==> src/hw/rtl/mns_pkg.sv <==
// Shared types and constants for the melody note sequencer voice.
// Used by melody_note_sequencer_core; depends on nothing else.
package mns_pkg;

    // Field widths
    localparam int unsigned ENTRY_W   = 9;
    localparam int unsigned HALF_W    = 15;
    localparam int unsigned BEATS_W   = 4;
    localparam int unsigned INDEX_W   = 9;
    localparam int unsigned MSTART_W  = 8;
    localparam int unsigned CFG_IDX_W = 2;
    localparam int unsigned CFG_DAT_W = 9;

    // Request codes
    localparam logic [1:0] REQ_TICK  = 2'd0;
    localparam logic [1:0] REQ_WRITE = 2'd1;
    localparam logic [1:0] REQ_START = 2'd2;

    // Configuration register indexes
    localparam logic [CFG_IDX_W-1:0] CFG_INTRO_LENGTH = 2'd0;
    localparam logic [CFG_IDX_W-1:0] CFG_MAIN_START   = 2'd1;
    localparam logic [CFG_IDX_W-1:0] CFG_MAIN_LENGTH  = 2'd2;

    // Configuration reset values
    localparam logic [INDEX_W-1:0]  RST_INTRO_LENGTH = 9'd31;
    localparam logic [MSTART_W-1:0] RST_MAIN_START   = 8'd31;
    localparam logic [INDEX_W-1:0]  RST_MAIN_LENGTH  = 9'd212;

    // Full tone periods, one per pitch index
    localparam logic [0:63][15:0] PITCH_TABLE = {
        16'd1204,  16'd1276,  16'd1352,  16'd1432,  16'd1516,  16'd1608,  16'd1704,
        16'd1804,  16'd1912,  16'd2024,  16'd2144,  16'd2272,  16'd2408,  16'd2552,
        16'd2704,  16'd2864,  16'd3032,  16'd3216,  16'd3404,  16'd3608,  16'd3824,
        16'd4048,  16'd4292,  16'd4544,  16'd4816,  16'd5104,  16'd5404,  16'd5728,
        16'd6068,  16'd6428,  16'd6812,  16'd7216,  16'd7644,  16'd8100,  16'd8580,
        16'd9092,  16'd9632,  16'd10204, 16'd10812, 16'd11456, 16'd12136, 16'd12856,
        16'd13620, 16'd14432, 16'd15288, 16'd16200, 16'd17160, 16'd18180, 16'd19264,
        16'd20408, 16'd21620, 16'd22908, 16'd24268, 16'd25712, 16'd27240, 16'd28860,
        16'd30576, 16'd32392, 16'd34324, 16'd36364, 16'd38528, 16'd40816, 16'd43244,
        16'd45820
    };

    // One result beat
    typedef struct packed {
        logic [HALF_W-1:0]  half_period;
        logic               note_started;
        logic [BEATS_W-1:0] beats_remaining;
        logic               in_main;
    } t_result;

    // Half period of a store entry; a zero pitch index is a rest
    function automatic logic [HALF_W-1:0] f_half_period(input logic [ENTRY_W-1:0] entry);
        logic [15:0] period;
        period = PITCH_TABLE[entry[5:0]];
        if (entry[5:0] == 6'd0) begin
            return '0;
        end
        return period[15:1];
    endfunction

    // Beat count of a store entry: 2^code - 1, or a whole note
    function automatic logic [BEATS_W-1:0] f_note_beats(input logic [ENTRY_W-1:0] entry);
        if (entry[8]) begin
            return 4'hF;
        end
        return (4'd1 << entry[7:6]) - 4'd1;
    endfunction

endpackage

==> src/hw/rtl/melody_note_sequencer_core.sv <==
// Top level of one melody sequencer voice: note store, play state, output buffer.
// Depends on mns_pkg and mns_ram.
//
//  channel | direction | handshake                 | payload
//  --------+-----------+---------------------------+-------------------------------------
//  in      | sink      | i_in_valid / o_in_ready   | req_type, store_address, note_byte,
//          |           |                           | whole_flag
//  out     | source    | o_out_valid / i_out_ready | half_period, note_started,
//          |           |                           | beats_remaining, in_main
//  cfg     | sink      | i_cfg_wr_en (no wait)     | i_cfg_index, i_cfg_wdata
//
// One item per cycle unless stalled; its registered result shows the cycle after on a free head.
// The note store keeps two reads in flight every cycle (next fetch and start address),
// addressed from next-cycle state, so a fetch never waits on the store's read latency.
// Synchronous reset clears play state and reloads config defaults; store contents stay undefined.
// A two-entry output buffer takes items while a result waits; input stalls only when full.
module melody_note_sequencer_core #(
    parameter int unsigned STORE_DEPTH = 256
) (
    input  logic        i_clk,
    input  logic        i_rst_n,
    // configuration
    input  logic        i_cfg_wr_en,
    input  logic [1:0]  i_cfg_index,
    input  logic [8:0]  i_cfg_wdata,
    // input beats
    input  logic        i_in_valid,
    output logic        o_in_ready,
    input  logic [1:0]  i_req_type,
    input  logic [7:0]  i_store_address,
    input  logic [7:0]  i_note_byte,
    input  logic        i_whole_flag,
    // result beats
    output logic        o_out_valid,
    input  logic        i_out_ready,
    output logic [14:0] o_half_period,
    output logic        o_note_started,
    output logic [3:0]  o_beats_remaining,
    output logic        o_in_main
);

    localparam int unsigned AW    = $clog2(STORE_DEPTH);
    localparam int unsigned SUM_W = 10;
    localparam int unsigned LO_W  = 6;
    localparam int unsigned HI_W  = SUM_W - LO_W;

    // Residue tables for the store address split into low and high digits
    function automatic logic [(2**LO_W)-1:0][AW-1:0] f_lo_mod();
        logic [(2**LO_W)-1:0][AW-1:0] t;
        for (int k = 0; k < 2**LO_W; k++) begin
            t[k] = AW'(k % STORE_DEPTH);
        end
        return t;
    endfunction

    function automatic logic [(2**HI_W)-1:0][AW-1:0] f_hi_mod();
        logic [(2**HI_W)-1:0][AW-1:0] t;
        for (int k = 0; k < 2**HI_W; k++) begin
            t[k] = AW'((k * (2**LO_W)) % STORE_DEPTH);
        end
        return t;
    endfunction

    localparam logic [(2**LO_W)-1:0][AW-1:0] LO_MOD = f_lo_mod();
    localparam logic [(2**HI_W)-1:0][AW-1:0] HI_MOD = f_hi_mod();

    // Wrap an address sum onto the store depth
    function automatic logic [AW-1:0] f_store_mod(input logic [SUM_W-1:0] x);
        logic [AW:0] s;
        s = {1'b0, LO_MOD[x[LO_W-1:0]]} + {1'b0, HI_MOD[x[SUM_W-1:LO_W]]};
        if (s >= (AW+1)'(STORE_DEPTH)) begin
            s = s - (AW+1)'(STORE_DEPTH);
        end
        return s[AW-1:0];
    endfunction

    // Configuration
    logic [8:0] r_intro_len, n_intro_len;
    logic [7:0] r_main_start, n_main_start;
    logic [8:0] r_main_len, n_main_len;

    // Play state
    logic [8:0]  r_play_idx, n_play_idx;
    logic [3:0]  r_beats, n_beats;
    logic        r_main, n_main;
    logic        r_run, n_run;
    logic [14:0] r_half, n_half;

    // Output buffer
    mns_pkg::t_result r_hd, n_hd, r_sk, n_sk;
    logic             r_hd_v, n_hd_v, r_sk_v, n_sk_v;

    // Store access
    logic [AW-1:0] waddr, raddr_a, raddr_b;
    logic [8:0]    wentry, q_a, q_b, ent_a, ent_b;
    logic          store_we;
    logic          r_fwd_a, r_fwd_b;
    logic [8:0]    r_fwd_data;

    logic             in_acc;
    logic             started;
    logic             wrap_tick;
    logic             wrap_start;
    logic [8:0]       sec_len;
    mns_pkg::t_result res;

    // Next-fetch address terms
    logic [8:0]       nx_len;
    logic             nx_wrap;
    logic             nx_main;
    logic [8:0]       nx_idx;
    logic [SUM_W-1:0] nx_sum;

    assign in_acc = i_in_valid & o_in_ready;

    // Take configuration writes; reset reloads defaults
    always_comb begin
        n_intro_len  = r_intro_len;
        n_main_start = r_main_start;
        n_main_len   = r_main_len;
        if (i_cfg_wr_en) begin
            case (i_cfg_index)
                mns_pkg::CFG_INTRO_LENGTH: n_intro_len  = i_cfg_wdata;
                mns_pkg::CFG_MAIN_START:   n_main_start = i_cfg_wdata[7:0];
                mns_pkg::CFG_MAIN_LENGTH:  n_main_len   = i_cfg_wdata;
                default: ;
            endcase
        end
        if (!i_rst_n) begin
            n_intro_len  = mns_pkg::RST_INTRO_LENGTH;
            n_main_start = mns_pkg::RST_MAIN_START;
            n_main_len   = mns_pkg::RST_MAIN_LENGTH;
        end
    end

    // Use forwarded write data when the store read collided with a write
    assign ent_a = r_fwd_a ? r_fwd_data : q_a;
    assign ent_b = r_fwd_b ? r_fwd_data : q_b;

    assign sec_len    = r_main ? r_main_len : r_intro_len;
    assign wrap_tick  = (r_play_idx >= sec_len);
    assign wrap_start = (r_intro_len == 9'd0);

    // Advance play state for the accepted beat
    always_comb begin
        n_play_idx = r_play_idx;
        n_beats    = r_beats;
        n_main     = r_main;
        n_run      = r_run;
        n_half     = r_half;
        started    = 1'b0;
        if (in_acc) begin
            case (i_req_type)
                mns_pkg::REQ_START: begin
                    n_run      = 1'b1;
                    n_main     = wrap_start;
                    n_play_idx = 9'd1;
                    n_beats    = mns_pkg::f_note_beats(ent_b);
                    n_half     = mns_pkg::f_half_period(ent_b);
                    started    = 1'b1;
                end
                mns_pkg::REQ_TICK: begin
                    if (r_run) begin
                        if (r_beats == 4'd0) begin
                            n_main     = r_main | wrap_tick;
                            n_play_idx = (wrap_tick ? 9'd0 : r_play_idx) + 9'd1;
                            n_beats    = mns_pkg::f_note_beats(ent_a);
                            n_half     = mns_pkg::f_half_period(ent_a);
                            started    = 1'b1;
                        end else begin
                            n_beats = r_beats - 4'd1;
                        end
                    end
                end
                default: ;
            endcase
        end
        if (!i_rst_n) begin
            n_play_idx = '0;
            n_beats    = '0;
            n_main     = 1'b0;
            n_run      = 1'b0;
            n_half     = '0;
        end
    end

    assign res.half_period     = n_half;
    assign res.note_started    = started;
    assign res.beats_remaining = n_beats;
    assign res.in_main         = n_main;

    // Prefetch address of the next tick fetch, from next-cycle state
    assign nx_len  = n_main ? n_main_len : n_intro_len;
    assign nx_wrap = (n_play_idx >= nx_len);
    assign nx_main = n_main | nx_wrap;
    assign nx_idx  = nx_wrap ? 9'd0 : n_play_idx;
    assign nx_sum  = nx_main ? ({2'b00, n_main_start} + {1'b0, nx_idx}) : {1'b0, nx_idx};
    assign raddr_a = f_store_mod(nx_sum);

    // Prefetch address of a start fetch: intro head, or main head for an empty intro
    assign raddr_b = (n_intro_len == 9'd0) ? f_store_mod({2'b00, n_main_start}) : '0;

    // Store writes
    assign store_we = in_acc & (i_req_type == mns_pkg::REQ_WRITE) & i_rst_n;
    assign waddr    = f_store_mod({2'b00, i_store_address});
    assign wentry   = {i_whole_flag, i_note_byte};

    mns_ram #(
        .WIDTH (mns_pkg::ENTRY_W),
        .DEPTH (STORE_DEPTH)
    ) u_note_store (
        .i_clk     (i_clk),
        .i_we      (store_we),
        .i_waddr   (waddr),
        .i_wdata   (wentry),
        .i_raddr_a (raddr_a),
        .o_rdata_a (q_a),
        .i_raddr_b (raddr_b),
        .o_rdata_b (q_b)
    );

    // Hold write data for a read that hits the same address
    always_ff @(posedge i_clk) begin
        r_fwd_a    <= store_we & (waddr == raddr_a);
        r_fwd_b    <= store_we & (waddr == raddr_b);
        r_fwd_data <= wentry;
    end

    // Two-entry output buffer: head drives the port, skid catches a beat under stall
    always_comb begin
        n_hd   = r_hd;
        n_sk   = r_sk;
        n_hd_v = r_hd_v;
        n_sk_v = r_sk_v;
        if (!r_hd_v || i_out_ready) begin
            if (r_sk_v) begin
                n_hd   = r_sk;
                n_hd_v = 1'b1;
                n_sk   = res;
                n_sk_v = in_acc;
            end else begin
                n_hd   = res;
                n_hd_v = in_acc;
            end
        end else if (in_acc) begin
            n_sk   = res;
            n_sk_v = 1'b1;
        end
        if (!i_rst_n) begin
            n_hd_v = 1'b0;
            n_sk_v = 1'b0;
        end
    end

    // Update state registers; reset is folded into the next values
    always_ff @(posedge i_clk) begin
        r_intro_len  <= n_intro_len;
        r_main_start <= n_main_start;
        r_main_len   <= n_main_len;
        r_play_idx   <= n_play_idx;
        r_beats      <= n_beats;
        r_main       <= n_main;
        r_run        <= n_run;
        r_half       <= n_half;
        r_hd         <= n_hd;
        r_sk         <= n_sk;
        r_hd_v       <= n_hd_v;
        r_sk_v       <= n_sk_v;
    end

    assign o_in_ready        = ~r_sk_v;
    assign o_out_valid       = r_hd_v;
    assign o_half_period     = r_hd.half_period;
    assign o_note_started    = r_hd.note_started;
    assign o_beats_remaining = r_hd.beats_remaining;
    assign o_in_main         = r_hd.in_main;

    // Skid holds a beat only behind a held head
    a_skid_behind_head: assert property (@(posedge i_clk) disable iff (!i_rst_n)
        r_sk_v |-> r_hd_v)
        else $error("skid beat without head beat");

    // A start beat restarts playback just past the first note
    a_start_restarts: assert property (@(posedge i_clk) disable iff (!i_rst_n)
        (in_acc && i_req_type == mns_pkg::REQ_START) |=> (r_run && r_play_idx == 9'd1))
        else $error("start beat did not restart playback");

    // A running tick with beats left counts down by one
    a_tick_counts_down: assert property (@(posedge i_clk) disable iff (!i_rst_n)
        (in_acc && i_req_type == mns_pkg::REQ_TICK && r_run && r_beats != 4'd0)
        |=> (r_beats == $past(r_beats) - 4'd1))
        else $error("tick did not count down");

    // Main section is left only by a start beat
    a_main_sticky: assert property (@(posedge i_clk) disable iff (!i_rst_n)
        r_main |=> (r_main || $past(in_acc && i_req_type == mns_pkg::REQ_START)))
        else $error("main section left without start");

endmodule

==> src/hw/rtl/mns_ram.sv <==
// Generic RAM: one write port, two read ports, registered read data.
// Stand-alone; no package dependency.
module mns_ram #(
    parameter int unsigned WIDTH = 9,
    parameter int unsigned DEPTH = 256
) (
    input  logic                     i_clk,
    input  logic                     i_we,
    input  logic [$clog2(DEPTH)-1:0] i_waddr,
    input  logic [WIDTH-1:0]         i_wdata,
    input  logic [$clog2(DEPTH)-1:0] i_raddr_a,
    output logic [WIDTH-1:0]         o_rdata_a,
    input  logic [$clog2(DEPTH)-1:0] i_raddr_b,
    output logic [WIDTH-1:0]         o_rdata_b
);

    logic [WIDTH-1:0] r_mem [DEPTH];
    logic [WIDTH-1:0] r_rdata_a;
    logic [WIDTH-1:0] r_rdata_b;

    // Write, and read old contents on both ports
    always_ff @(posedge i_clk) begin
        if (i_we) begin
            r_mem[i_waddr] <= i_wdata;
        end
        r_rdata_a <= r_mem[i_raddr_a];
        r_rdata_b <= r_mem[i_raddr_b];
    end

    assign o_rdata_a = r_rdata_a;
    assign o_rdata_b = r_rdata_b;

endmodule

==> config.mk <==
export PLATFORM = sky130hd
export DESIGN_NAME = melody_note_sequencer_core
export DESIGN_NICKNAME = d
export VERILOG_FILES = /design/src/hw/rtl/mns_pkg.sv /design/src/hw/rtl/melody_note_sequencer_core.sv /design/src/hw/rtl/mns_ram.sv
export SDC_FILE = /design/constraint.sdc
export NUM_CORES = 2
export LEC_CHECK = 0
export BUFFER_PORTS_ARGS = -buffer_cell sky130_fd_sc_hd__buf_2
export CAP_MARGIN = 0
export CORE_MARGIN = 4
export CORE_UTILIZATION = 64
export DETAILED_ROUTE_END_ITERATION = 8
export PLACE_DENSITY_LB_ADDON = 0.12
export SYNTH_ARGS = -nofsm -noshare
export SYNTH_HDL_FRONTEND = slang
export SYNTH_HIERARCHICAL = 1
export SYNTH_SLANG_ARGS = --single-unit
==> constraint.sdc <==
create_clock -name i_clk -period 8.6 [get_ports i_clk]
set_clock_uncertainty 0.1 [all_clocks]
set_input_delay 1.72 -clock i_clk [delete_from_list [all_inputs] [get_ports i_clk]]
set_output_delay 1.72 -clock i_clk [all_outputs]
set_load 0.02 [all_outputs]
Yosys cells after proc, flatten, opt, wreduce, memory -nomap -nowiden
Memory sizes are Yosys's and may differ from the RTL's. A register that Yosys moved wholly into a read port is not among the register bits.
Cells that the tools add are included.
{"block": "totals", "regBits": 111, "ram_bits": 2304, "mem_bits_ro": 3712, "input_bits": 35, "out_inout_bits": 23, "word_cells": 173, "n_memories": 7}
{"name": "u_note_store.r_mem", "words": 256, "word_bits": 9, "read_ports": 2, "rd_ports_with_merged_regs": 2, "wr": 1, "line": "mns_ram.sv:17", "rtl": "logic [WIDTH-1:0] r_mem [DEPTH];"}
{"name": "(name not given)", "words": 64, "word_bits": 16, "read_ports": 1, "rd_ports_with_merged_regs": 0, "wr": 0, "line": "mns_pkg.sv:54", "rtl": "period = PITCH_TABLE[entry[5:0]];"}
{"name": "(name not given)", "words": 64, "word_bits": 16, "read_ports": 1, "rd_ports_with_merged_regs": 0, "wr": 0, "line": "mns_pkg.sv:54"}
{"name": "(name not given)", "words": 64, "word_bits": 8, "read_ports": 1, "rd_ports_with_merged_regs": 0, "wr": 0, "line": "melody_note_sequencer_core.sv:70", "rtl": "s = {1'b0, LO_MOD[x[LO_W-1:0]]} + {1'b0, HI_MOD[x[SUM_W-1:LO_W]]};"}
{"name": "(name not given)", "words": 64, "word_bits": 8, "read_ports": 1, "rd_ports_with_merged_regs": 0, "wr": 0, "line": "melody_note_sequencer_core.sv:70"}
{"name": "(name not given)", "words": 64, "word_bits": 8, "read_ports": 1, "rd_ports_with_merged_regs": 0, "wr": 0, "line": "melody_note_sequencer_core.sv:70"}
{"name": "1 more memories"}
{"block": "op_classes", "add_sub_neg": 11, "magnitude_cmp": 13, "n_eq_ne": 7, "shift": 2, "mux": 90, "n_bitwise": 10, "reduce_logical": 12}
{"op": "$mux 9", "count": 16}
{"op": "$mux 15", "count": 8}
{"op": "$mux 8", "count": 13}
{"op": "$mux 21", "count": 4}
{"op": "$mux 16", "count": 4}
{"op": "$bmux 8 s2", "count": 2}
{"op": "$mux 4", "count": 8}
{"op": "$pmux 15 s2", "count": 1}
{"op": "$mux 1", "count": 29}
{"op": "$add 8x8->9", "count": 3}
{"op": "$ge 9x9->1 const B", "count": 3}
{"op": "$sub 8x1->8 const B", "count": 3}
{"op": "$lt 6x7->1 const B", "count": 3}
{"op": "$ge 9x9->1", "count": 2}
{"op": "$logic_not 9->1", "count": 2}
{"op": "$pmux 9 s2", "count": 1}
{"op": "$eq 8x8->1", "count": 2}
{"op": "$ge 7x7->1 const B", "count": 2}
{"op": "$not 6->7", "count": 2}
{"op": "$logic_not 6->1", "count": 2}
{"op": "$sub 4x1->4 const B", "count": 3}
{"op": "$add 8x9->10", "count": 1}
{"op": "$lt 2x5->1 const B", "count": 2}
{"op": "$mux 10", "count": 1}
{"op": "other kinds (17)", "count": 28}

Logic depth before layout (Yosys ltp)
{"block": "depth", "word_depth": 20, "mapped_depth": 38, "ltp_nobuf": 35}

Hierarchy
Netlist, hierarchy kept.
{"module": "mns_ram", "n_inst": 1, "cells_each": 5759, "area_per_inst_um2": 107571.9, "seq_area_each_um2": 69546.7}
{"module": "melody_note_sequencer_core", "n_inst": 1, "cells_each": 1003, "area_per_inst_um2": 8424.3, "seq_area_each_um2": 2642.5}

Worst setup path after synthesis
Ideal clock, no wire load.
{"block": "synth_path", "path_type": "input-to-reg", "startpoint": "in i_req_type[0]", "endpoint": "reg u_note_store.r_rdata_a[7] (netlist: u_note_store/o_rdata_a[7]), read port of u_note_store.r_mem", "setup_time_ns": 0.127, "arrival_ns": 7.670, "required_ns": 8.373, "setup_slack_ns": 0.703, "stages": 28, "path_buffers": 4, "cell_sequence": "buf_6 > nor3b_2 > nand2_1 > a221oi_2 > o31ai_4 > clkbuf_1 > mux2i_1 > ha_1 > nand4_1 > o311a_1 > nor2_1 > nor2_1 > ha_1 > fa_1 > a21o_1 > a21o_1 > nor3b_1 > o221a_2 > o31ai_1 > mux2i_1 > o211ai_1 > clkbuf_1 > or2_2 > buf_1 > a2111oi_0 > a31oi_1 > nor3_1 > nor4_1"}
{"block": "synth_via", "elab_chain_len": 14, "elab_cells_between_ends": 22, "classes_between": "add/sub (3); order compare (2); eq/ne (1); mux (12); bitwise (1); reduce/logical (1); memory (2)"}
{"item": "start: declaration", "line": "melody_note_sequencer_core.sv:29", "rtl": "input logic [1:0] i_req_type,"}
{"item": "$eq 2x2->1 / $logic_not 2->1 (equally long branches)", "line": "melody_note_sequencer_core.sv:153", "rtl": "case (i_req_type)"}
{"item": "$pmux 1 s2", "line": "melody_note_sequencer_core.sv:153"}
{"item": "$mux 1", "line": "melody_note_sequencer_core.sv:152", "rtl": "if (in_acc) begin"}
{"item": "$mux 1", "line": "melody_note_sequencer_core.sv:178", "rtl": "if (!i_rst_n) begin"}
{"item": "$mux 9", "line": "melody_note_sequencer_core.sv:193", "rtl": "assign nx_len = n_main ? n_main_len : n_intro_len;"}
{"item": "$ge 9x9->1", "line": "melody_note_sequencer_core.sv:194", "rtl": "assign nx_wrap = (n_play_idx >= nx_len);"}
{"item": "$mux 9", "line": "melody_note_sequencer_core.sv:196", "rtl": "assign nx_idx = nx_wrap ? 9'd0 : n_play_idx;"}
{"item": "$add 8x9->10", "line": "melody_note_sequencer_core.sv:197", "rtl": "assign nx_sum = nx_main ? ({2'b00, n_main_start} + {1'b0, nx_idx}) : {1'b0, nx_idx};"}
{"item": "$mux 10 *", "line": "melody_note_sequencer_core.sv:197"}
{"item": "named net nx_sum[6]", "line": "melody_note_sequencer_core.sv:112", "rtl": "logic [SUM_W-1:0] nx_sum;"}
{"item": "$mem_v2 16x8 *"}
{"item": "$mux 8 (implied by the code) *", "line": "melody_note_sequencer_core.sv:70"}
{"item": "$add 8x8->9 *", "line": "melody_note_sequencer_core.sv:70"}
{"item": "$sub 8x1->8 / $ge 9x9->1 (equally long branches)", "line": "melody_note_sequencer_core.sv:72, melody_note_sequencer_core.sv:71"}
{"item": "$mux 8 *", "line": "melody_note_sequencer_core.sv:71", "rtl": "if (s >= (AW+1)'(STORE_DEPTH)) begin"}
{"item": "end: declaration", "line": "mns_ram.sv:18", "rtl": "logic [WIDTH-1:0] r_rdata_a;"}
Mark *: on every way through the listed nets, which the timed path passes. The rest lies on a longest branch. The select of a mux whose other input is x is not followed.
A chain may end at the register's enable or synchronous reset.

Worst setup path in the final report
{"block": "layout_path", "startpoint": "reg r_main", "endpoint": "reg u_note_store.r_rdata_a[0] (netlist: u_note_store/o_rdata_a[0]), read port of u_note_store.r_mem"}
{"block": "layout_via", "elab_chain_len": 18, "elab_cells_between_ends": 29, "classes_between": "add/sub (4); order compare (3); mux (18); bitwise (2); memory (2)"}
{"item": "start: declaration", "line": "melody_note_sequencer_core.sv:85", "rtl": "logic r_main, n_main;"}
{"item": "start signal: assignment", "line": "melody_note_sequencer_core.sv:262", "rtl": "r_main <= n_main;"}
{"item": "$mux 9 *", "line": "melody_note_sequencer_core.sv:140", "rtl": "assign sec_len = r_main ? r_main_len : r_intro_len;"}
{"item": "$ge 9x9->1 *", "line": "melody_note_sequencer_core.sv:141", "rtl": "assign wrap_tick = (r_play_idx >= sec_len);"}
{"item": "$mux 9 *", "line": "melody_note_sequencer_core.sv:166", "rtl": "n_play_idx = (wrap_tick ? 9'd0 : r_play_idx) + 9'd1;"}
{"item": "$add 9x1->9 *", "line": "melody_note_sequencer_core.sv:166"}
{"item": "$mux 9 *", "line": "melody_note_sequencer_core.sv:164", "rtl": "if (r_beats == 4'd0) begin"}
{"item": "$mux 9 *", "line": "melody_note_sequencer_core.sv:163", "rtl": "if (r_run) begin"}
{"item": "$pmux 9 s2 *", "line": "melody_note_sequencer_core.sv:153"}
{"item": "$mux 9 *", "line": "melody_note_sequencer_core.sv:152"}
{"item": "(+1 left out)"}
{"item": "named net n_play_idx[6]", "line": "melody_note_sequencer_core.sv:83", "rtl": "logic [8:0] r_play_idx, n_play_idx;"}
{"item": "(+2 left out)"}
{"item": "$add 8x9->10", "line": "melody_note_sequencer_core.sv:197"}
{"item": "$mux 10 *", "line": "melody_note_sequencer_core.sv:197"}
{"item": "named net nx_sum[4]", "line": "melody_note_sequencer_core.sv:112"}
{"item": "$mem_v2 64x8 *"}
{"item": "$mux 8 (implied by the code) *", "line": "melody_note_sequencer_core.sv:70"}
{"item": "$add 8x8->9 *", "line": "melody_note_sequencer_core.sv:70"}
{"item": "$sub 8x1->8 / $ge 9x9->1 (equally long branches)", "line": "melody_note_sequencer_core.sv:72, melody_note_sequencer_core.sv:71"}
{"item": "$mux 8 *", "line": "melody_note_sequencer_core.sv:71"}
Marked as above.

==> reports/metrics.cfg <==
[synthesis]
ys_warn_count = 6
syn_inst = 6762
syn-num-nets = 6851
synth-edff-count = 2346
synth_seq_area_share_pct = 62.2
async_flop_share_pct = 0
synth_cell_types = 95
synth_area_um2 = 116000
synth-seq-cells = 2433
synth_ff_type = edfxtp_1
avgSynthCellArea_um2 = 17.2

[critical_path]
startpoint_type = flip-flop
end_kind = flip-flop
slowest_delay_ns = 0.62
cp_max_fo = 36
crit_top_cell = ha_1
critical_path_class = flip-flop to flip-flop
crit_required_ns = 9.28
arrival_ns = 8.97
cpMaxStageDelayCell = a21oi_1

[flow_run]
maxCapViolCount = 0

[sta]
tightest_slew_ns = 1.41
finalMaxSlewViolations = 0
slew_headroom_pct = 5.47
fmax_ghz = 0.121
rsz0062_at_grt = false
setup_viol = 0
layout_min_cycle_time_ns = 8.29
hold_violations = 0
post-route-period-util_pct = 96.4

[floorplanning]
num_rows = 155
die_h_um = 434
die_x_um = 434
initial_core_util_pct = 64.7
die_area_um2 = 188000
core_region_area_um2 = 179000
top_level_ports = 58

[route]
drtPass1Iterations = 9
routedWlPerCell_um = 39.1
route.detailed.drc = 1
avgViaCountPerCell = 7.84
final_antenna_net_count = 0
routed_wl_mm = 370
drtIter0Drc = 12700
vias = 74100

[cts]
clock_path_buffers = 3
cts_buffers = 240
path_clk_slew_ns = 0.06
insertion_delay_ns = 0.91
cts_tree = done
clock-root-buffer = clkbuf_16
cts_htree_levels = 4
cts_sinks = 2433

[layout]
fin_nets = 6954
final_common_cell = edfxtp_1
final_util_pct = 71.1
area_growth_pct = 9.94
layout-drive-gt1-share_pct = 26.1
final_cell_mix = edfxtp_1, mux4_2, a22oi_1

[global_routing]
grt_pass1_vias = 71100
grt_pass1_wl_mm = 524
antenna_found_initial = 20
grt_use_total_pct = 39.5
grt_max_degree = 169
overflow = 0

[placed_design]
port_buffers = 57
dp_hpwl_mm = 246
routabilityCongestion = 1.02

[power]
p_total_mw = 24.1
ir_worst_vdd_mv = 0.232
p_leak_nw = 38.4
p_per_area_nw_per_um2 = 189

[status]
violations = DRC
status = finished with violations

[worst_hold_path]
hold_path_class = flip-flop to flip-flop

power by group:
group          internal [mW]  switching [mW]
combinational          0.335           0.654
clock                   5.58            4.51
sequential              13.0          0.0206
total                   18.9            5.18
per-layer routing:
layer | vias to the layer above | track usage [%] | wire length, um
li1 | 28800 | - | -
met1 | 38100 | 53.3 | 127000
met2 | 6086 | 59.0 | 168000
met3 | 1124 | 11.2 | 49300
met4 | 12 | 21.7 | 24900
met5 | - | 0 | 80
logic make-up after synthesis:
kind of cell	share of synthesized area [%]
AOI/OAI and AO/OA	7.46
and+or+nand+nor	4.03
adders and majority gates	0.589
xor gates and xnor gates	0.172
DFF	62.2
buffers and inverters	2.77
muxes	22.7
Yosys cell counts, types with 29 or more instances:
cell type  number  area [um^2]
buf_2         110          551
edfxtp_1     2346        70400
mux2_2         33          372
and2_1         30          188
inv_1          29          109
mux4_2        981        22100
a221oi_1       42          368
buf_1          34          128
nor4_1         50          313
a22o_1         46          403
a31oi_1        35          219
o21ai_0       141          706
mux2i_1       392         3920
nor2b_1        32          200
ha_1           53          663
o221ai_1       68          596
dfxtp_1        87         1740
buf_6          39          439
nor2_1        414         1550
nand3_1        50          250
nor3_1         85          425
a21oi_1       253         1270
buf_4          79          593
nand2_1       240          901
clkbuf_1      268         1010
a22oi_1       412         3090
a211oi_1       58          435
o22ai_1        34          213
final cells by class:
class / count / area, um^2
diodes: 18 / 45.0
repair buffers: 414 / 3840
well taps: 2355 / 2950
fillers: 11000 / 51900
clock inverters: 144 / 1070
flip-flops and latches: 2433 / 72200
inverters: 34 / 128
multi-input cells: 3742 / 40900
clock buffers: 305 / 6390
worst max-delay path: cells and delay by family (launching register included):
kind | cells | cell delay, ns
buf+inv | 4 | 0.75
simple gates | 12 | 2.27
mux | 2 | 0.55
fa+ha+maj | 4 | 1.21
flops | 1 | 0.48
xor+xnor | 1 | 0.27
compound gates | 9 | 2.48
path summary, 6_finish.rpt:
kind	to	start	cells past startpoint	slack (ns)
max	u_note_store/o_rdata_a[0]	r_main	32	0.31
min	r_main_len[0]	r_main_len[0]	2	0.38
max reg2reg	u_note_store/o_rdata_a[0]	r_main	32	0.31
min reg2reg	r_main_len[0]	r_main_len[0]	2	0.38
stage by stage:
step | cell area, um^2 | hold WS (ns) | setup TNS, ns | setup slack, ns | cells
global placement | 120000 | 0.378 | -0.837 | -0.198 | 8969
global route | 127000 | 0.405 | 0 | 0.00592 | 9427
CTS | 127000 | 0.389 | 0 | 0.136 | 9419
finish | 128000 | 0.383 | 0 | 0.308 | 9445
detailed placement | 120000 | 0.379 | 0 | 0.00541 | 8970
floorplan | 116000 | 0.345 | 0 | 0.703 | 6762
registers in the layout (all words and copies together) (netlist names), 4 cells and up:
signal and flops:
o_half_period 15, r_fwd_data 9, r_beats 4, u_note_store/o_rdata_a 9
r_play_idx 9, u_note_store/r_mem 2304, r_sk 21, r_main_len 9
r_half 15, r_main_start 8, o_beats_remaining 4, r_intro_len 9
u_note_store/o_rdata_b 9
repair_timing:
item / in CTS / in global routing
hold buffers: 0 / 0
setup endpoints to repair: 0 / 9
hold endpoints to repair: 0 / 0
gates resized for setup: 0 / 19
setup buffers: 0 / 8
Power figures use the tool's default switching activity.
